<file path="src/fit_policy_block_allocator_macros.svh">
// Assertion macros used by the allocator RTL.
`ifndef FIT_POLICY_BLOCK_ALLOCATOR_MACROS_SVH
`define FIT_POLICY_BLOCK_ALLOCATOR_MACROS_SVH

`ifndef ASSERT_OFF
`define ASSERT_IMPLY(label, ante, cons) \
    label: assert property (@(posedge clk) disable iff (!rst_n) (ante) |-> (cons)) \
        else $error("assertion failed");
`define ASSERT_NEXT(label, ante, cons) \
    label: assert property (@(posedge clk) disable iff (!rst_n) (ante) |=> (cons)) \
        else $error("assertion failed");
`else
`define ASSERT_IMPLY(label, ante, cons)
`define ASSERT_NEXT(label, ante, cons)
`endif

`endif

</file>
<file path="src/fpba_pkg.sv">
// Package with types, codes and constants of the fit policy block allocator.
`default_nettype none
package fpba_pkg;

    localparam int MAX_BLOCKS_DEF = 16;
    localparam int SIZE_BITS_DEF  = 16;

    localparam int IDX_W     = 4;
    localparam int SZ_W      = 16;
    localparam int POLICY_W  = 2;
    localparam int COUNT_W   = 5;
    localparam int S_TDATA_W = 24;
    localparam int M_TDATA_W = 24;
    localparam int PAD_W     = S_TDATA_W - IDX_W - SZ_W;
    localparam int M_TUSER_W = 2;
    localparam int APB_DW    = 32;
    localparam int APB_AW    = 3;

    localparam logic [COUNT_W-1:0] SCAN_MAX = 5'd16;

    localparam logic [POLICY_W-1:0] POLICY_FIRST = 2'd0;
    localparam logic [POLICY_W-1:0] POLICY_BEST  = 2'd1;
    localparam logic [POLICY_W-1:0] POLICY_WORST = 2'd2;

    localparam logic OP_LOAD    = 1'b0;
    localparam logic OP_REQUEST = 1'b1;

    localparam logic REG_FIT_POLICY    = 1'b0;
    localparam logic REG_BLOCKS_IN_USE = 1'b1;

    localparam logic [POLICY_W-1:0] FIT_POLICY_RST    = POLICY_FIRST;
    localparam logic [COUNT_W-1:0]  BLOCKS_IN_USE_RST = 5'd16;

    typedef struct packed {
        logic [POLICY_W-1:0] fit_policy;
        logic [COUNT_W-1:0]  blocks_in_use;
    } cfg_t;

    typedef enum logic [1:0] {
        ST_IDLE,
        ST_SCAN,
        ST_DONE
    } state_t;

endpackage
`default_nettype wire

</file>
<file path="src/fpba_ram.sv">
// Generic single-write, single-read RAM with registered read data.
`default_nettype none
module fpba_ram #(
    parameter int WIDTH = 16,
    parameter int DEPTH = 16,
    localparam int AW = (DEPTH > 1) ? $clog2(DEPTH) : 1
) (
    input  wire logic             clk,
    input  wire logic             we,
    input  wire logic [AW-1:0]    waddr,
    input  wire logic [WIDTH-1:0] wdata,
    input  wire logic             re,
    input  wire logic [AW-1:0]    raddr,
    output logic      [WIDTH-1:0] rdata
);
    logic [WIDTH-1:0] mem [DEPTH];
    logic [WIDTH-1:0] rdata_reg;

    always_ff @(posedge clk)
    begin
        if (we)
        begin
            mem[waddr] <= wdata;
        end
        if (re)
        begin
            rdata_reg <= mem[raddr];
        end
    end

    assign rdata = rdata_reg;

endmodule
`default_nettype wire

</file>
<file path="src/fpba_regs.sv">
// APB configuration registers: placement policy and search count.
`default_nettype none
module fpba_regs (
    input  wire logic                          clk,
    input  wire logic                          rst_n,
    input  wire logic                          psel,
    input  wire logic                          penable,
    input  wire logic                          pwrite,
    input  wire logic [fpba_pkg::APB_AW-1:0]   paddr,
    input  wire logic [fpba_pkg::APB_DW-1:0]   pwdata,
    output logic      [fpba_pkg::APB_DW-1:0]   prdata,
    output logic                               pready,
    output fpba_pkg::cfg_t                     cfg
);
    logic [fpba_pkg::POLICY_W-1:0] fit_policy_reg;
    logic [fpba_pkg::COUNT_W-1:0]  blocks_in_use_reg;
    logic                          wr_en;

    assign pready = 1'b1;
    assign wr_en  = psel & penable & pwrite & pready;

    always_ff @(posedge clk or negedge rst_n)
    begin
        if (!rst_n)
        begin
            fit_policy_reg    <= fpba_pkg::FIT_POLICY_RST;
            blocks_in_use_reg <= fpba_pkg::BLOCKS_IN_USE_RST;
        end
        else if (wr_en)
        begin
            case (paddr[2])
                fpba_pkg::REG_FIT_POLICY:
                begin
                    fit_policy_reg <= pwdata[fpba_pkg::POLICY_W-1:0];
                end
                fpba_pkg::REG_BLOCKS_IN_USE:
                begin
                    blocks_in_use_reg <= pwdata[fpba_pkg::COUNT_W-1:0];
                end
                default:
                begin
                    fit_policy_reg <= fit_policy_reg;
                end
            endcase
        end
    end

    always_comb
    begin
        case (paddr[2])
            fpba_pkg::REG_FIT_POLICY:
                prdata = fpba_pkg::APB_DW'(fit_policy_reg);
            fpba_pkg::REG_BLOCKS_IN_USE:
                prdata = fpba_pkg::APB_DW'(blocks_in_use_reg);
            default:
                prdata = '0;
        endcase
    end

    assign cfg.fit_policy    = fit_policy_reg;
    assign cfg.blocks_in_use = blocks_in_use_reg;

endmodule
`default_nettype wire

</file>
<file path="src/fpba_ctrl.sv">
// Sequencer: loads entries, scans the free-size memory and writes back the chosen block.
`default_nettype none
`include "fit_policy_block_allocator_macros.svh"
module fpba_ctrl #(
    parameter int MAX_BLOCKS = fpba_pkg::MAX_BLOCKS_DEF,
    parameter int SIZE_BITS  = fpba_pkg::SIZE_BITS_DEF,
    localparam int AW = (MAX_BLOCKS > 1) ? $clog2(MAX_BLOCKS) : 1
) (
    input  wire logic                             clk,
    input  wire logic                             rst_n,
    input  wire fpba_pkg::cfg_t                   cfg,
    input  wire logic                             s_tvalid,
    output logic                                  s_tready,
    input  wire logic [fpba_pkg::S_TDATA_W-1:0]   s_tdata,
    input  wire logic [0:0]                       s_tuser,
    input  wire logic                             s_tlast,
    output logic                                  m_tvalid,
    input  wire logic                             m_tready,
    output logic      [fpba_pkg::M_TDATA_W-1:0]   m_tdata,
    output logic      [fpba_pkg::M_TUSER_W-1:0]   m_tuser,
    output logic                                  m_tlast,
    output logic                                  ram_we,
    output logic      [AW-1:0]                    ram_waddr,
    output logic      [SIZE_BITS-1:0]             ram_wdata,
    output logic                                  ram_re,
    output logic      [AW-1:0]                    ram_raddr,
    input  wire logic [SIZE_BITS-1:0]             ram_rdata
);
    localparam int IW = fpba_pkg::IDX_W;
    localparam int CW = fpba_pkg::COUNT_W;
    localparam logic [CW-1:0] MB_CAP =
        (MAX_BLOCKS < 16) ? CW'(MAX_BLOCKS) : fpba_pkg::SCAN_MAX;

    fpba_pkg::state_t state_reg, state_next;

    logic                           op_reg, op_next;
    logic [IW-1:0]                  idx_reg, idx_next;
    logic [SIZE_BITS-1:0]           size_reg, size_next;
    logic                           last_reg, last_next;
    logic [IW-1:0]                  rcnt_reg, rcnt_next;
    logic                           found_reg, found_next;
    logic [IW-1:0]                  best_idx_reg, best_idx_next;
    logic [SIZE_BITS-1:0]           best_val_reg, best_val_next;

    logic                           m_tvalid_reg, m_tvalid_next;
    logic [fpba_pkg::M_TDATA_W-1:0] m_tdata_reg, m_tdata_next;
    logic [fpba_pkg::M_TUSER_W-1:0] m_tuser_reg, m_tuser_next;
    logic                           m_tlast_reg, m_tlast_next;

    logic                           s_accept;
    logic                           req_scan;
    logic                           out_free;
    logic                           out_load;
    logic [CW-1:0]                  n_cfg;
    logic [CW-1:0]                  n_search;
    logic                           fits;
    logic                           is_best;
    logic                           is_worst;
    logic                           take;
    logic                           first_hit;
    logic                           scan_last;
    logic                           idx_in_range;
    logic                           granted;
    logic [SIZE_BITS-1:0]           remain;

    assign s_accept = s_tvalid & s_tready;
    assign req_scan = s_accept & (s_tuser[0] == fpba_pkg::OP_REQUEST) & (n_search != '0);
    assign out_free = ~m_tvalid_reg | m_tready;
    assign out_load = (state_reg == fpba_pkg::ST_DONE) & out_free;

    assign n_cfg    = (cfg.blocks_in_use > fpba_pkg::SCAN_MAX) ? fpba_pkg::SCAN_MAX
                                                                : cfg.blocks_in_use;
    assign n_search = (n_cfg > MB_CAP) ? MB_CAP : n_cfg;

    assign is_best   = (cfg.fit_policy == fpba_pkg::POLICY_BEST);
    assign is_worst  = (cfg.fit_policy == fpba_pkg::POLICY_WORST);
    assign fits      = (ram_rdata >= size_reg);
    assign take      = fits & (~found_reg | (is_best & (ram_rdata < best_val_reg))
                                          | (is_worst & (ram_rdata > best_val_reg)));
    assign first_hit = fits & ~found_reg & ~is_best & ~is_worst;
    assign scan_last = ({1'b0, rcnt_reg} == (n_search - CW'(1))) | first_hit;

    assign idx_in_range = (32'(idx_reg) < 32'(MAX_BLOCKS));
    assign granted      = (op_reg == fpba_pkg::OP_REQUEST) & found_reg;
    assign remain       = best_val_reg - size_reg;

    always_comb
    begin
        state_next = state_reg;
        case (state_reg)
            fpba_pkg::ST_IDLE:
            begin
                if (s_accept)
                begin
                    if (req_scan)
                        state_next = fpba_pkg::ST_SCAN;
                    else
                        state_next = fpba_pkg::ST_DONE;
                end
            end
            fpba_pkg::ST_SCAN:
            begin
                if (scan_last)
                    state_next = fpba_pkg::ST_DONE;
            end
            fpba_pkg::ST_DONE:
            begin
                if (out_free)
                    state_next = fpba_pkg::ST_IDLE;
            end
            default:
            begin
                state_next = fpba_pkg::ST_IDLE;
            end
        endcase
    end

    always_comb
    begin
        s_tready  = 1'b0;
        ram_re    = 1'b0;
        ram_raddr = '0;
        ram_we    = 1'b0;
        ram_waddr = (op_reg == fpba_pkg::OP_LOAD) ? AW'(idx_reg) : AW'(best_idx_reg);
        ram_wdata = (op_reg == fpba_pkg::OP_LOAD) ? size_reg : remain;
        case (state_reg)
            fpba_pkg::ST_IDLE:
            begin
                s_tready = 1'b1;
                ram_re   = s_tvalid & (s_tuser[0] == fpba_pkg::OP_REQUEST);
            end
            fpba_pkg::ST_SCAN:
            begin
                ram_re    = ~scan_last;
                ram_raddr = AW'(IW'(rcnt_reg + IW'(1)));
            end
            fpba_pkg::ST_DONE:
            begin
                ram_we = out_free & ((op_reg == fpba_pkg::OP_LOAD) ? idx_in_range : found_reg);
            end
            default:
            begin
                s_tready = 1'b0;
            end
        endcase
    end

    always_comb
    begin
        op_next       = op_reg;
        idx_next      = idx_reg;
        size_next     = size_reg;
        last_next     = last_reg;
        rcnt_next     = rcnt_reg;
        found_next    = found_reg;
        best_idx_next = best_idx_reg;
        best_val_next = best_val_reg;
        if (s_accept)
        begin
            op_next       = s_tuser[0];
            idx_next      = s_tdata[IW-1:0];
            size_next     = SIZE_BITS'(s_tdata[IW +: fpba_pkg::SZ_W]);
            last_next     = s_tlast;
            rcnt_next     = '0;
            found_next    = 1'b0;
            best_idx_next = '0;
            best_val_next = '0;
        end
        else if (state_reg == fpba_pkg::ST_SCAN)
        begin
            rcnt_next = rcnt_reg + IW'(1);
            if (take)
            begin
                found_next    = 1'b1;
                best_idx_next = rcnt_reg;
                best_val_next = ram_rdata;
            end
        end
    end

    always_comb
    begin
        m_tvalid_next = m_tvalid_reg & ~m_tready;
        m_tdata_next  = m_tdata_reg;
        m_tuser_next  = m_tuser_reg;
        m_tlast_next  = m_tlast_reg;
        if (out_load)
        begin
            m_tvalid_next = 1'b1;
            m_tdata_next  = {{fpba_pkg::PAD_W{1'b0}},
                             granted ? fpba_pkg::SZ_W'(remain) : {fpba_pkg::SZ_W{1'b0}},
                             granted ? best_idx_reg : {IW{1'b0}}};
            m_tuser_next  = {(op_reg == fpba_pkg::OP_LOAD), granted};
            m_tlast_next  = last_reg;
        end
    end

    always_ff @(posedge clk or negedge rst_n)
    begin
        if (!rst_n)
        begin
            state_reg    <= fpba_pkg::ST_IDLE;
            m_tvalid_reg <= 1'b0;
            found_reg    <= 1'b0;
        end
        else
        begin
            state_reg    <= state_next;
            m_tvalid_reg <= m_tvalid_next;
            found_reg    <= found_next;
        end
    end

    always_ff @(posedge clk)
    begin
        op_reg       <= op_next;
        idx_reg      <= idx_next;
        size_reg     <= size_next;
        last_reg     <= last_next;
        rcnt_reg     <= rcnt_next;
        best_idx_reg <= best_idx_next;
        best_val_reg <= best_val_next;
        m_tdata_reg  <= m_tdata_next;
        m_tuser_reg  <= m_tuser_next;
        m_tlast_reg  <= m_tlast_next;
    end

    assign m_tvalid = m_tvalid_reg;
    assign m_tdata  = m_tdata_reg;
    assign m_tuser  = m_tuser_reg;
    assign m_tlast  = m_tlast_reg;

    `ASSERT_IMPLY(a_scan_in_range, state_reg == fpba_pkg::ST_SCAN, {1'b0, rcnt_reg} < n_search)
    `ASSERT_NEXT(a_req_scans, req_scan, state_reg == fpba_pkg::ST_SCAN)
    `ASSERT_IMPLY(a_found_fits, found_reg && state_reg != fpba_pkg::ST_IDLE, best_val_reg >= size_reg)
    `ASSERT_IMPLY(a_result_from_done, $rose(m_tvalid_reg), $past(state_reg) == fpba_pkg::ST_DONE)

endmodule
`default_nettype wire

</file>
<file path="src/fit_policy_block_allocator.sv">
// Top level of the fit policy block allocator.
//
// Input channel s_*: each item either loads the free size of one block
// (s_tuser opcode 0) or requests an allocation (opcode 1). Output channel m_*
// returns exactly one result item per input item, in order.
// The APB port sets the placement rule (first, best or worst fit) and the
// number of blocks searched; write it only while the block is idle.
// A load goes from idle straight to the done state. A request first reads
// the free-size memory once for each block searched, one read per cycle,
// then the done state writes back the chosen block and loads the output
// register once it is free. First fit stops at the first hit.
// One item is in flight at a time and the next item is accepted in the
// idle state that follows the done state.
// The memory holds no reset value; a request must only scan loaded blocks.
// Reset idles the sequencer, clears m_tvalid, sets first fit and 16 blocks.
// When the receiver stalls, the result holds in the output register; the next
// item is accepted once the block is back in idle.
`default_nettype none
module fit_policy_block_allocator #(
    parameter int MAX_BLOCKS = fpba_pkg::MAX_BLOCKS_DEF,
    parameter int SIZE_BITS  = fpba_pkg::SIZE_BITS_DEF
) (
    input  wire logic                             clk,
    input  wire logic                             rst_n,
    input  wire logic                             s_tvalid,
    output logic                                  s_tready,
    // [3:0] load_index, [19:4] size_value, [23:20] zero
    input  wire logic [fpba_pkg::S_TDATA_W-1:0]   s_tdata,
    // [0] opcode
    input  wire logic [0:0]                       s_tuser,
    input  wire logic                             s_tlast,
    output logic                                  m_tvalid,
    input  wire logic                             m_tready,
    // [3:0] chosen_block, [19:4] remaining_free, [23:20] zero
    output logic      [fpba_pkg::M_TDATA_W-1:0]   m_tdata,
    // [0] granted, [1] was_load
    output logic      [fpba_pkg::M_TUSER_W-1:0]   m_tuser,
    output logic                                  m_tlast,
    input  wire logic                             psel,
    input  wire logic                             penable,
    input  wire logic                             pwrite,
    input  wire logic [fpba_pkg::APB_AW-1:0]      paddr,
    input  wire logic [fpba_pkg::APB_DW-1:0]      pwdata,
    output logic      [fpba_pkg::APB_DW-1:0]      prdata,
    output logic                                  pready
);
    localparam int AW = (MAX_BLOCKS > 1) ? $clog2(MAX_BLOCKS) : 1;

    fpba_pkg::cfg_t       cfg;
    logic                 ram_we;
    logic [AW-1:0]        ram_waddr;
    logic [SIZE_BITS-1:0] ram_wdata;
    logic                 ram_re;
    logic [AW-1:0]        ram_raddr;
    logic [SIZE_BITS-1:0] ram_rdata;

    fpba_regs u_regs (
        .clk     (clk),
        .rst_n   (rst_n),
        .psel    (psel),
        .penable (penable),
        .pwrite  (pwrite),
        .paddr   (paddr),
        .pwdata  (pwdata),
        .prdata  (prdata),
        .pready  (pready),
        .cfg     (cfg)
    );

    fpba_ram #(
        .WIDTH (SIZE_BITS),
        .DEPTH (MAX_BLOCKS)
    ) u_ram (
        .clk   (clk),
        .we    (ram_we),
        .waddr (ram_waddr),
        .wdata (ram_wdata),
        .re    (ram_re),
        .raddr (ram_raddr),
        .rdata (ram_rdata)
    );

    fpba_ctrl #(
        .MAX_BLOCKS (MAX_BLOCKS),
        .SIZE_BITS  (SIZE_BITS)
    ) u_ctrl (
        .clk       (clk),
        .rst_n     (rst_n),
        .cfg       (cfg),
        .s_tvalid  (s_tvalid),
        .s_tready  (s_tready),
        .s_tdata   (s_tdata),
        .s_tuser   (s_tuser),
        .s_tlast   (s_tlast),
        .m_tvalid  (m_tvalid),
        .m_tready  (m_tready),
        .m_tdata   (m_tdata),
        .m_tuser   (m_tuser),
        .m_tlast   (m_tlast),
        .ram_we    (ram_we),
        .ram_waddr (ram_waddr),
        .ram_wdata (ram_wdata),
        .ram_re    (ram_re),
        .ram_raddr (ram_raddr),
        .ram_rdata (ram_rdata)
    );

endmodule
`default_nettype wire
</file>
<file path="config.mk">
export PLATFORM = sky130hd
export DESIGN_NAME = fit_policy_block_allocator
export DESIGN_NICKNAME = d
export VERILOG_FILES = /design/src/fpba_pkg.sv /design/src/fpba_ram.sv /design/src/fpba_regs.sv /design/src/fpba_ctrl.sv /design/src/fit_policy_block_allocator.sv
export VERILOG_INCLUDE_DIRS = /design/src /design/src/src
export SDC_FILE = /design/constraint.sdc
export NUM_CORES = 1
export LEC_CHECK = 0
export BUFFER_PORTS_ARGS = -buffer_cell sky130_fd_sc_hd__buf_4
export CORE_AREA = 2 2 172 174
export DETAILED_ROUTE_END_ITERATION = 6
export DIE_AREA = 0 0 174 176
export PLACE_DENSITY = 0.72
export SLEW_MARGIN = 20
export SYNTH_ARGS = -nofsm -noshare
export SYNTH_HDL_FRONTEND = slang
export SYNTH_HIERARCHICAL = 1
export SYNTH_SLANG_ARGS = --single-unit
</file>
<file path="constraint.sdc">
create_clock -name clk -period 5 [get_ports clk]
set_input_delay 0.25 -clock clk [delete_from_list [all_inputs] [get_ports clk]]
set_output_delay 0.25 -clock clk [all_outputs]
set_load 0.02 [all_outputs]
</file>
==> out/results.ini <==
[outcome]
status = complete, no violations

[grt]
grt_max_degree = 49
grt_pass1_wl_mm = 48.85
grtUsageTotal_pct = 21.29
antenna_found_initial = 0
grt_pass1_vias = 8445
grt-ovfl-total = 0

[setup_path]
r2r_cells = 7
timing.rr.start = u_ctrl/state_reg[0]
crit_chain = nand2b_1 -> nor2b_2 -> buf_4 -> a21boi_0 -> nand3b_1 -> nor3_2 -> buf_4
cp_data_arrival_time_ps = 3680
crit_path_max_fanout = 24
startpoint_type = flop
crit_family = simple AND/OR/NAND/NOR gates
crit_path_frequent_cell = buf_4
timing.critical_path.required_ps = 5230
ff2ff_setup_slack_ps = 1550
timing.rr.end = u_ram/mem[8][12]
path_class = reg2reg
critPathMaxStageDelay_ps = 920
path_buf_inv = 2
crit_slowest_cell = nor3_2
endpoint_kind = flop

[min_path]
worstHoldEndpoint = u_ctrl/m_tvalid
holdPathStages = 3
worstHoldStart = m_tready
hold_class = in2reg

[sta]
grt_setup_unrepaired = no
holdWs_ps = 24.25
timing.fmax_mhz = 290.1
hold_viol = 0
finalCriticalPeriod_ps = 3447
fin_crit_sh_pct = 68.94
setup_violations = 0
maxSlewViolCount = 0
final.setup.tns_ps = 0
relSlewSlack_pct = 23.26
fin_skew_ps = 8.658
timing_worst_slew_pin_value_ps = 1145

[clock_tree]
clockBufferDepth = 3
insertion_delay_ps = 530
ctsResizeCount = 0
clk_pin_slew_worst_paths_ps = 60
htree_levels = 2
cts_root_buf = clkbuf_16
clkSinkCount = 352
cts_buffers = 38
tritoncts = done

[synth]
synth_cell_type_count = 68
netlist_top_cells_area = edfxtp_1 62%, mux4_2 7.9%, ha_1 4.1%
yosysTopAreaCell = edfxtp_1
synth_area_um2 = 15330
ys_ff_latch = 352
yosysMostFrequentCell = edfxtp_1
ys_async_sr_fraction_pct = 3.125
synth_warnings = 6
yosys.area.top_type_share_pct = 62.09
synth-seq-area-share_pct = 67.03
synthFlopType = edfxtp_1
synth_edf_count = 317
netlist_instances = 927
post_synth.cell_area_avg_um2 = 16.54
synthTopCellsByCount = 317 x edfxtp_1, 57 x nor2_1, 54 x mux4_2

[pwr]
total_leakage_power_uw = 0.006472
power_density_nw_per_um2 = 550.0
ir_drop_v = 0.0003019

[route]
wl_per_cell_um = 21.96
dr.pass1.iters = 5
dr_total_vias = 8416
drc = 0
drt-total-wl_mm = 32.13
drtAntennaViolNets = 0
first_iter_violations = 757
viasPerCell = 5.753

[die]
dieArea_um2 = 30620
pin_count = 130
fp.coreArea_um2 = 28550
rows = 62
die_x_um = 174
die_h_um = 176
start_util_pct = 53.70

[finish]
fin_nets = 1171
n_antenna_cell = 0
layout-drive-gt1-share_pct = 22.89
finalNonFillerCells = 1463
largest_reg_flops = 256
area_delta_synth_final_pct = 15.84

[place]
hpwl_mm = 19.80
gp_congestion = 0.8175
place_inst = 1368
io_buffers = 64

[run]
maxCapViolations = 0

[worst min-delay path: cells and delay by family]
| family | cells | cell delay, ps |
|---|---|---|
| simple gates | 2 | 190 |
| buf+inv | 1 | 70 |
[metal layers]
layer,track usage (%),routed length (um),vias up
li1,-,-,3797
met4,5.987,675,0
met2,36.65,15920,331
met3,3.316,2234,51
met5,0,0,-
met1,28.47,13290,4237
[where the power goes]
part	total (uW)	internal [uW]	leakage (uW)	switching [uW]
registers	4170	3990	0.00321	182
logic	2850	1130	0.00267	1720
clock network	2750	1620	0.000589	1130
total	9770	6740	0.00647	3030
[stage by stage]
stage               util, %  area, um2  total power (uW)  setup slack [ps]
floorplan                 -      15440              6200             857.6
global placement      56.84      16230              6947              1684
detailed placement    56.85      16230              7041              1561
CTS                   62.17      17750              9815              1517
global route          62.21      17760             10240              1479
finish                62.21      17760              9768              1553
[worst max-delay path by stage]
| stage | startpoint | endpoint | slack, ps | cells past startpoint |
|---|---|---|---|---|
| floorplan | u_ctrl/m_tvalid | u_ram/mem[0][0] | 860 | 5 |
| global placement | u_ctrl/state_reg[0] | u_ram/mem[9][7] | 1680 | 7 |
| detailed placement | u_ctrl/size_reg[0] | u_ram/mem[2][12] | 1560 | 9 |
| CTS | u_ctrl/size_reg[0] | u_ram/mem[12][12] | 1520 | 9 |
| global route | u_ctrl/state_reg[0] | u_ram/mem[11][10] | 1480 | 7 |
| finish | u_ctrl/state_reg[0] | u_ram/mem[8][12] | 1550 | 7 |
[layout by cell type, fill, tap and decap left out, types with 4 or more instances in the layout]
master	synthesis	final
ha_1	50	50
dfxtp_1	24	24
mux2i_1	21	19
mux4_2	54	54
conb_1	3	32
inv_1	40	40
nand2_1	40	40
nor2_1	57	55
dlygate4sd3_1	0	28
mux2_2	19	19
xor2_1	9	9
a22oi_1	32	32
xnor2_1	10	10
a21o_1	11	11
a211oi_1	4	4
a21oi_1	22	21
clkinv_1	0	6
dfrtp_1	10	10
buf_4	35	92
and2_1	18	16
clkbuf_1	16	8
mux4_1	10	10
clkbuf_16	0	38
o21ai_0	14	14
clkinv_2	0	4
edfxtp_1	317	317
and4_1	4	4
bufinv_16	0	4
and3_1	8	8
nor2b_1	10	7
o21a_1	4	4
o21ai_1	7	6
nand2b_1	7	7
nor3_2	0	4
[logic make-up (layout without fill, tap and decap cells)]
family	after synthesis	in the layout	share of synthesized area, %
DFF	352	352	67.03
other	3	32	0.07345
adders and majority gates	51	51	4.211
AOI/OAI and AO/OA	123	123	5.648
buffers and inverters	105	228	3.876
xor gates and xnor gates	20	20	1.232
and+or+nand+nor	169	169	5.517
muxes	104	104	12.41
[cell type report]
type	count	area, um2
Inverter	40	150.1
Tap cell	384	480.5
Clock buffer	46	980.9
Multi-Input combinational cell	499	4624
Sequential cell	352	10280
Timing Repair Buffer	121	991.0
Fill cell	2053	10790
Clock inverter	21	256.5
[timing repair]
action,in CTS,in global routing
hold buffers,28,0
endpoints found under the setup margin,0,0
hold endpoints to repair,40,0
buffers inserted,0,0
(Power assumes the default switching activity.)
